===== config.mk =====
export PLATFORM = sky130hd
export DESIGN_NAME = pph_raster
export DESIGN_NICKNAME = d
export VERILOG_FILES = /design/src/hdl/pph_pkg.sv /design/src/hdl/pph_raster.sv
export SDC_FILE = /design/constraint.sdc
export NUM_CORES = 1
export LEC_CHECK = 0
export ABC_AREA = 1
export BUFFER_PORTS_ARGS = -buffer_cell sky130_fd_sc_hd__buf_2
export CAP_MARGIN = 20
export CORE_MARGIN = 3
export CORE_UTILIZATION = 54
export CTS_CLUSTER_SIZE = 30
export DETAILED_ROUTE_END_ITERATION = 8
export PLACE_DENSITY = 0.91
export SLEW_MARGIN = 25
export SYNTH_ARGS = -nofsm -noshare
export SYNTH_HDL_FRONTEND = slang
export SYNTH_SLANG_ARGS = --single-unit

===== constraint.sdc =====
create_clock -name clk_i -period 3.53 [get_ports clk_i]
set_input_delay 0.5295 -clock clk_i [delete_from_list [all_inputs] [get_ports clk_i]]
set_output_delay 0.5295 -clock clk_i [all_outputs]
set_load 0.1 [all_outputs]

===== src/hdl/pph_pkg.sv =====
// ----------------------------------------------------------------------------
// pph_pkg: shared types and constants
// Word formats, configuration register indexes, store request bundle and the
// saturating count helper of the projection histogram.
// ----------------------------------------------------------------------------
package pph_pkg;

  // Raster position and count widths
  localparam int unsigned PosW   = 10;
  localparam int unsigned CntW   = 11;
  localparam int unsigned Span   = 1024;
  localparam int unsigned CfgW   = 11;
  localparam int unsigned CfgIdxW = 2;

  localparam logic [CntW-1:0] CountCap = 11'd1024;

  // Configuration register indexes
  typedef enum logic [CfgIdxW-1:0] {
    CFG_FRAME_WIDTH   = 2'd0,
    CFG_FRAME_HEIGHT  = 2'd1,
    CFG_COUNT_NONZERO = 2'd2
  } cfg_idx_e;

  // Input word actions
  typedef enum logic {
    ACT_PIXEL = 1'b0,
    ACT_READ  = 1'b1
  } action_e;

  // Result kinds
  typedef enum logic {
    KIND_ROW    = 1'b0,
    KIND_COLUMN = 1'b1
  } kind_e;

  typedef struct packed {
    logic            action;
    logic [7:0]      blue;
    logic [7:0]      green;
    logic [7:0]      red;
    logic [PosW-1:0] column_select;
  } in_word_t;

  typedef struct packed {
    logic            result_kind;
    logic [PosW-1:0] position;
    logic [CntW-1:0] tally;
    logic            frame_done;
  } out_word_t;

  // Read and write requests to the column count store
  typedef struct packed {
    logic            rd_en;
    logic [PosW-1:0] rd_addr;
    logic            wr_en;
    logic [PosW-1:0] wr_addr;
    logic [CntW-1:0] wr_data;
  } store_req_t;

  // Add one, saturating at the count cap
  function automatic logic [CntW-1:0] bump(logic [CntW-1:0] v);
    logic [CntW-1:0] r;
    if (v >= CountCap) begin
      r = CountCap;
    end else begin
      r = v + 11'd1;
    end
    return r;
  endfunction

endpackage


===== src/hdl/pph_raster.sv =====
// ----------------------------------------------------------------------------
// pph_raster: raster position and row count
// Tracks column and row against the effective frame size, keeps the running
// row count and forms the row result fields.
// ----------------------------------------------------------------------------
module pph_raster #(
  parameter int unsigned WidthCap  = 1024,
  parameter int unsigned HeightCap = 1024
) (
  input  logic                        clk_i,
  input  logic                        rst_ni,
  input  logic [pph_pkg::CfgW-1:0]    frame_width_i,
  input  logic [pph_pkg::CfgW-1:0]    frame_height_i,
  input  logic                        step_i,
  input  logic                        counted_i,
  output logic [pph_pkg::PosW-1:0]    col_o,
  output logic [pph_pkg::PosW-1:0]    col_next_o,
  output logic                        row_end_o,
  output logic [pph_pkg::PosW-1:0]    row_o,
  output logic [pph_pkg::CntW-1:0]    tally_o,
  output logic                        last_row_o
);

  localparam logic [pph_pkg::CfgW-1:0] WCap = pph_pkg::CfgW'(WidthCap);
  localparam logic [pph_pkg::CfgW-1:0] HCap = pph_pkg::CfgW'(HeightCap);

  logic [pph_pkg::PosW-1:0] col_q, col_d;
  logic [pph_pkg::PosW-1:0] row_q, row_d;
  logic [pph_pkg::CntW-1:0] tally_q, tally_d;
  logic [pph_pkg::CntW-1:0] w_eff, h_eff;
  logic [pph_pkg::CntW-1:0] tally_new;
  logic [pph_pkg::CntW-1:0] col_inc, row_inc;

  // Clamp the frame size into its usable range
  always_comb begin
    if (frame_width_i == '0) begin
      w_eff = 11'd1;
    end else if (frame_width_i > WCap) begin
      w_eff = WCap;
    end else begin
      w_eff = frame_width_i;
    end
    if (frame_height_i == '0) begin
      h_eff = 11'd1;
    end else if (frame_height_i > HCap) begin
      h_eff = HCap;
    end else begin
      h_eff = frame_height_i;
    end
  end

  assign col_inc   = {1'b0, col_q} + 11'd1;
  assign row_inc   = {1'b0, row_q} + 11'd1;
  assign row_end_o = !(col_inc < w_eff);
  assign last_row_o = row_inc >= h_eff;
  assign tally_new = counted_i ? pph_pkg::bump(tally_q) : tally_q;

  // Advance the raster on each pixel
  always_comb begin
    col_d   = col_q;
    row_d   = row_q;
    tally_d = tally_q;
    if (step_i) begin
      if (row_end_o) begin
        col_d   = '0;
        tally_d = '0;
        row_d   = last_row_o ? '0 : row_inc[pph_pkg::PosW-1:0];
      end else begin
        col_d   = col_inc[pph_pkg::PosW-1:0];
        tally_d = tally_new;
      end
    end
  end

  always_ff @(posedge clk_i or negedge rst_ni) begin
    if (!rst_ni) begin
      col_q   <= '0;
      row_q   <= '0;
      tally_q <= '0;
    end else begin
      col_q   <= col_d;
      row_q   <= row_d;
      tally_q <= tally_d;
    end
  end

  assign col_o      = col_q;
  assign col_next_o = col_d;
  assign row_o      = row_q;
  assign tally_o    = tally_new;

endmodule


Word level (Yosys, flattened, before mapping):

Cells that the tools add are included.

* ROM bits: 0
* output and inout port bits: 43
* latch bits: 0
* bits in registers: 31
* memories: 0
* bits in writable memories: 0

* reduce and logical (&&, ||, !) cells: 4
* equality and inequality tests: 0
* bitwise gates (word level): 1
* muxes and demuxes: 10
* $mul: 0
* shift-type cells: 0
* $add $sub $neg: 3
* $lt $le $gt $ge: 5
* divide/modulo/power cells: 0

Operators with widths (number)
* $mux 11: 7
* $mux 10: 3
* $add 10x1->11 const B: 2
* $gt 11x11->1 const B: 2
* $logic_not 11->1: 2
* $add 11x1->11 const B: 1
* $ge 11x11->1: 1
* $ge 11x11->1 const B: 1
* $lt 11x11->1: 1
* $reduce_and 2->1: 1
* $logic_not 1->1: 1
* $not 1->1: 1

Longest topological paths before layout:

Gate-level depths: netlist (run 1).

* depth after elaboration: 6
* gate-level depth with buffers: 16
* mapped depth without buffers: 15

Worst setup path before layout (run 1):

OpenSTA, ideal clock, no wires.

* path type: register -> output
* start point: register col_q, in the netlist col_o[0]
* end point: output col_next_o[3] in the netlist's numbering
* arrival: 3749 ps
* cell stages (with the launch flop): 14
* path slack: -749 ps
* cells stage by stage: dfrtp_1 ha_1 nand3_1 nor3_2 nand3_1 nand2_1 inv_1 ha_1 a21oi_1 o21ai_0 nor2_1 nand2_4 buf_6 o22ai_2

* word-level cells in the longest chain between the ends: 4

RTL lines
* start: declaration: line pph_raster.sv:27 `logic [pph_pkg::PosW-1:0] col_q, col_d;`
* start signal: assignment: line pph_raster.sv:81 `col_q <= col_d;`
* $add 10x1->11 (*): line pph_raster.sv:52 `assign col_inc = {1'b0, col_q} + 11'd1;`
* $lt 11x11->1: line pph_raster.sv:54 `assign row_end_o = !(col_inc < w_eff);`
* $mux 10 (*): line pph_raster.sv:64 `if (row_end_o) begin`
* $mux 10 (*): line pph_raster.sv:63 `if (step_i) begin`
* end: declaration: line pph_raster.sv:17 `output logic [pph_pkg::PosW-1:0] col_next_o,`

Every way passes the cells marked *; elsewhere a longest branch is shown, timed or not.

Worst setup path after layout (run 1):

* start point: register col_q, in the netlist col_o[0]
* end point: output row_end_o

* word-level cells in the longest chain between the ends: 3

RTL lines
* $add 10x1->11: line pph_raster.sv:52
* $lt 11x11->1: line pph_raster.sv:54
* $logic_not 1->1: line pph_raster.sv:54
* end: declaration: line pph_raster.sv:18 `output logic row_end_o,`

Every way passes these cells.

==> impl_metrics.csv, run 1 <==
group,metric,value,unit
critical_path,timing.critical_path.from,"col_o[0]$_DFF_PN0_",
critical_path,crit_end,"row_end_o",
hold_path,hold_class,"in2async",
cts,hold_buffers,0,
die,fp.dieW,77.43,µm
critical_path,worst_path_largest_cell_delay,0.45,ns
global_routing,grt_max_degree,32,
final_layout,drive_above_1_share,31.45,%
synthesis,post_synth.cell_area_avg,7.194,µm²
pwr,vdd_drop_max,0.6320,mV
timing,period_needed,3.511,ns
timing,max_freq,0.2848,GHz
final_layout,syn_to_final_growth,33.33,%
die,pin_count,69,
die,start_util,57.19,%
routing,initialDrtViolationCount,270,
synthesis,synth_ff_type,"dfrtp_1",
critical_path,r2r-end,"row_o[0]$_DFFE_PN0P_",
final_layout,num_antenna_cells,0,
synthesis,synth_area,2755,µm²
run_status,outcome,"completed",
placement,post-place-ws,0.08305,ns
pwr,total_power,0.003281,W
critical_path,r2r_slack,0.53,ns
pwr,leakagePower,1.871,nW
critical_path,endpoint_kind,"primary output",
die,rows,25,
critical_path,cp_cell_sequence,"buf_4 -> nand3_1 -> nor4_4 -> nand2_1 -> nand2_1 -> inv_1 -> ha_1 -> nand4_1 -> nor2_1 -> nand2_2 -> nand2_8 -> buf_4 -> buf_12",
cts,cts_tree,"yes",
timing,fin_setup_tns,0,ns
placement,place_inst,513,
synthesis,synth_edf_count,0,
routing,wl_per_cell,14.57,µm
timing,hold_ws,0.2848,ns
routing,dr.pass1.iters,5,
timing,slew_violations,0,
placement,dp_hpwl,5.447,mm
cts,cts_sinks,31,
routing,vias,2866,
critical_path,slowest_stage,"dfrtp_4",
timing,slew_headroom,52.63,%
final_layout,final_cells,528,
critical_path,cp-start-kind,"register",
critical_path,cp_data_required_time,3.00,ns
synthesis,synth.yosys.seq_area_share,28.16,%
critical_path,crit_buf_inv,4,
cts,cts_max_level,2,
final_layout,nets,511,
cts,clkTransAtPathRegs,0.07,ns
routing,vias_per_cell,5.428,
critical_path,crit_cells,13,
pwr,p_per_area,893.1,nW/µm²
timing,worst_pin_slew,0.7105,ns
die,die_area,5995,µm²
synthesis,yosysWarningCount,0,
synthesis,synth_cell_types,35,
cts,cts_buffers,5,
die,die_h,77.43,µm
synthesis,syn_inst,383,
global_routing,first_global_vias,2735,
synthesis,syn_nets,434,
placement,io_buffers,68,
global_routing,antenna_found_initial,0,
timing,finalSetupViolCount,0,
run,maxCapViolCount,0,
routing,ant_nets,0,
timing,finalClockSkew,0.005213,ns
critical_path,crit_fanout,7,
critical_path,reg2regPathDepth,16,
cts,clock_latency,0.29,ns
routing,drt_drc_violations_left,0,
timing,fin_crit_sh,99.46,%
placement,gp_congestion,0.8811,
cts,cts_buffer_depth,2,
critical_path,worstSetupPathType,"reg2out",
critical_path,cp_top_family,"simple AND/OR/NAND/NOR gates",
die,core,4817,µm²
cts,cts_root_buffer,"clkbuf_8",
global_routing,grt_overflow,0,
critical_path,r2r-start,"col_o[0]$_DFF_PN0_",
global_routing,grt_pass1_wl,12.10,mm
routing,wl,7.692,mm
synthesis,async_reset_ff_share,100.0,%
synthesis,synth_seq_cells,31,
timing,timing.final.ws_setup,0.01922,ns
critical_path,cp.arrival,2.98,ns
global_routing,grt_usage,24.72,%
timing,finalHoldViolCount,0,
flip-flops by register name, indices dropped and copies added (netlist names):
| signal | cells |
|---|---|
| col_o | 10 |
| row_o | 10 |
| tally_q | 11 |
report_power, final:
part	leakage, nW	switching [W]	internal [W]
logic	1.42	0.00175	0.000612
registers	0.403	0.000137	0.000466
clock network	0.0515	0.000136	0.000178
total	1.87	0.00203	0.00126
worst reg2reg max path: stages, from the launching register on:
cell	delay [ns]
dfrtp_4	0.45
buf_4	0.17
nand3_1	0.18
nor4_4	0.27
nand2_1	0.11
nand2_1	0.08
inv_1	0.07
ha_1	0.29
nand4_1	0.16
nor2_1	0.21
nand2_2	0.18
nand2_8	0.17
buf_4	0.14
buf_4	0.17
nand2_4	0.11
nand2_1	0.09
nand2_1	0.05
area by class of cell:
class	count	area [µm²]
multi-input cells	298	1924
fillers	340	1144
flip-flops and latches	31	794.5
repair buffers	80	605.6
inverters	44	165.2
clock buffers	8	100.1
well taps	67	83.83
metrics by stage:
stage / cell area (µm²) / utilization (%)
finish: 3674 / 76.26
global route: 3674 / 76.26
CTS: 3567 / 74.05
floorplan: 2880 / -
global placement: 3425 / 71.09
detailed placement: 3425 / 71.09
per-layer routing:
layer	global-route usage [%]	vias up	wire length, µm
met3	5.800	27	512
met5	0	-	0
met1	28.24	1309	3006
li1	-	1402	-
met4	7.473	0	225
met2	45.34	128	3947
layout by cell type (no fill, tap or decap), types with 3 or more instances in the layout:
cell	count
dfrtp_1	20
buf_4	11
nor3_2	3
ha_1	24
nand3_1	22
o21ai_2	4
o22ai_2	5
nand3_2	5
a21oi_2	3
o21ai_4	5
clkbuf_8	7
nor2_1	36
buf_2	56
o22ai_4	5
buf_12	11
dfrtp_2	9
nand2_1	119
a21oi_1	13
nand4_1	5
xor2_1	10
inv_1	44
o21ai_0	9
nor3_1	4
cells by family after synthesis:
| group | share of synthesized area (%) |
|---|---|
| AOI/OAI and AO/OA | 12.90 |
| adders and majority gates | 11.35 |
| and+or+nand+nor | 34.83 |
| DFF | 28.16 |
| buffers and inverters | 8.947 |
| xor gates and xnor gates | 3.815 |
how the worst min path moves through the flow:
stage / from / end / slack (ns) / cells after the start
after floorplan: rst_ni / col_o[2]$_DFF_PN0_ / 0.23 / 0
after global placement: tally_q[9]$_DFFE_PN0P_ / tally_q[9]$_DFFE_PN0P_ / 0.49 / 2
after detailed placement: row_o[9]$_DFFE_PN0P_ / row_o[9]$_DFFE_PN0P_ / 0.51 / 2
after CTS: rst_ni / tally_q[3]$_DFFE_PN0P_ / 0.31 / 1
after global routing: rst_ni / tally_q[3]$_DFFE_PN0P_ / 0.34 / 1
final: rst_ni / tally_q[3]$_DFFE_PN0P_ / 0.28 / 1
synthesized netlist by cell type (8+ instances only):
master     n  area, µm²
xor2_1    11      96.34
o21ai_2    8      70.07
nand2_1  119      446.7
o21ai_0   11      55.05
inv_1     44      165.2
ha_1      25      312.8
a21oi_1   15      75.07
o22ai_2   10      125.1
nor2_1    37      138.9
nand3_1   24      120.1
dfrtp_1   31      775.7
timing repair:
item                       in CTS  in global routing
pin swaps                       3                  5
setup buffers                   3                  3
setup endpoints to repair      11                 12
resized for setup               3                 16
cloned                          1                  0
(Power assumes the default switching activity.)
==> run 2, diff against run 1 <==
CORE_UTILIZATION = 50   (was 54)
GPL_TIMING_DRIVEN = 0   (was not set)
PLACE_DENSITY = 0.86   (was 0.91)
clock period = 4.45 ns   (was 3.53 ns; I/O delays follow)
==> run 2 against run 1 <==
  * Sequential cell count is the same
  * Core utilization down 14 points
  * Combinational power is 31% lower
  * Worst hold slack better by 0.13 ns
  * Critical path type unchanged
==> impl_metrics.csv, run 2 (synthesis gave the netlist of run 1 again) <==
group,metric,value,unit
critical_path,worst_path_largest_cell_delay,0.51,ns
global_routing,antenna_found_initial,0,
global_routing,grt_overflow,0,
placement,place_area,3173,µm²
cts,cts_buffers,5,
routing,vias,2824,
final_layout,final_common_cell,"nand2_1",
critical_path,cp_cell_sequence,"ha_1 -> nand3_1 -> nor3_2 -> nand3_1 -> nand2_1 -> inv_1 -> ha_1 -> a21oi_1 -> o21ai_0 -> nor2_1 -> nand2_4 -> buf_6 -> o22ai_2 -> buf_2",
cts,cts_max_level,2,
run_status,outcome,"completed",
cts,cts_root_buffer,"clkbuf_8",
global_routing,grt_pass1_wl,11.39,mm
placement,gp_congestion,0.8441,
routing,initialDrtViolationCount,149,
final_layout,seqCellArea,775.7,µm²
cts,cts_buffer_depth,2,
final_layout,nets,507,
routing,wl,6.918,mm
final_layout,drive_above_1_share,25.82,%
pwr,vdd_drop_max,0.5643,mV
routing,drt_drc_violations_left,0,
routing,wl_per_cell,13.13,µm
final_layout,syn_to_final_growth,18.44,%
pwr,p_per_area,712.6,nW/µm²
final_layout,fill_cells,474,
timing,fin_setup_tns,0,ns
critical_path,slowest_stage,"dfrtp_1",
final_layout,largest_register,"tally_q",
critical_path,cp-start-kind,"register",
critical_path,timing.critical_path.from,"col_o[0]$_DFF_PN0_",
run,maxCapViolCount,0,
hold_path,hold_class,"in2async",
critical_path,r2r_slack,1.60,ns
global_routing,grt_usage,22.01,%
timing,rsz0062_at_grt,"no",
timing,finalHoldViolCount,0,
die,core,5205,µm²
timing,period_needed,3.996,ns
routing,dr.pass1.iters,7,
final_layout,design_area,3263,µm²
routing,vias_per_cell,5.359,
die,die_area,6437,µm²
cts,clkTransAtPathRegs,0.07,ns
timing,slew_headroom,47.72,%
die,start_util,52.93,%
final_layout,final_cell_mix,"119 x nand2_1, 68 x buf_2, 44 x inv_1",
timing,slew_violations,0,
cts,clock_latency,0.29,ns
critical_path,r2r-start,"row_o[0]$_DFFE_PN0P_",
die,rows,26,
die,die_h,80.23,µm
timing,fin_crit_sh,89.79,%
placement,dp_hpwl,5.378,mm
final_layout,num_antenna_cells,0,
global_routing,grt_max_degree,32,
critical_path,cp.arrival,3.33,ns
global_routing,first_global_vias,2728,
cts,cts_tree,"yes",
pwr,leakagePower,1.770,nW
die,pin_count,69,
final_layout,multi_input_area,1738,µm²
routing,ant_nets,0,
critical_path,crit_fanout,10,
timing,worst_pin_slew,0.7842,ns
cts,cts_sinks,31,
final_layout,largest_register_ffs,11,
placement,io_buffers,66,
timing,finalClockSkew,0.007785,ns
critical_path,endpoint_kind,"primary output",
critical_path,worstSetupPathType,"reg2out",
die,fp.dieW,80.23,µm
critical_path,cp_data_required_time,3.78,ns
timing,finalSetupViolCount,0,
timing,max_freq,0.2503,GHz
run 2: cell types whose count changed in the layout (fill, tap and decap cells not counted), moves of 5 or more:
cell     before  now
dfrtp_2       9    0
o21ai_4       5    0
buf_2        56   68
buf_12       11    0
buf_4        11    1
o22ai_4       5    0
o22ai_2       5   10
dfrtp_1      20   31
run 2: final cells by class:
cell class                      count  share of cell area [%]
Buffer                             11                   2.492
Clock buffer                        6                   2.224
Sequential cell                    31                   23.77
Timing Repair Buffer               66                   10.12
Clock inverter                      2                  0.3834
Multi-Input combinational cell    297                   53.26
Inverter                           44                   5.061
Tap cell                           70                   2.684
run 2: worst paths after layout:
path                                           to  depth (start not counted)
max in group asynchronous    row_o[5]$_DFFE_PN0P_                          1
setup reg to reg             row_o[5]$_DFFE_PN0P_                         16
hold / removal             tally_q[7]$_DFFE_PN0P_                          1
setup / recovery                    col_next_o[3]                         14
min in group clk_i           row_o[7]$_DFFE_PN0P_                          2
hold reg to reg              row_o[7]$_DFFE_PN0P_                          2
run 2: what timing repair did:
action / 4_1_cts / 5_1_grt
hold buffers: 0 / 0
endpoints found under the hold margin: 0 / 0
gates resized for setup: 0 / 1
endpoints found under the setup margin: 0 / 9
setup buffers: 0 / 0
run 2: report_power, final:
part / total [W] / internal (W) / switching (W)
sequential: 0.000468 / 0.000360 / 0.000108
clock: 0.000219 / 0.000109 / 0.000110
combinational: 0.00164 / 0.000336 / 0.00130
run 2: metrics by stage:
| step | std cells | hold slack [ns] | utilization [%] | setup slack (ns) | power, W |
|---|---|---|---|---|---|
| finish | 527 | 0.4173 | 62.69 | 0.4542 | 0.002325 |
| global route | 527 | 0.4772 | 62.69 | 0.1736 | 0.002462 |
| CTS | 527 | 0.4442 | 62.60 | 0.2746 | 0.002330 |
| detailed placement | 519 | 0.4863 | 60.96 | 0.2810 | 0.002107 |
| global placement | 519 | 0.4792 | 60.96 | 0.3155 | 0.002064 |
| floorplan | 383 | 0.3719 | - | 0.03302 | 0.001828 |
run 2: layer usage:
metal	track usage (%)	up-vias	part of all wire, %
met5	0	-	0
met4	7.770	0	1.3
met3	3.251	13	6.6
met2	40.23	105	51
met1	25.85	1317	41
li1	-	1389	-
run 2: critical path: cells and delay by family (launching register included):
family / cells / cell delay (ns)
AOI/OAI and AO/OA: 3 / 0.36
buffers and inverters: 3 / 0.69
adders and majority gates: 2 / 0.55
and+or+nand+nor: 6 / 0.93
DFF: 1 / 0.51
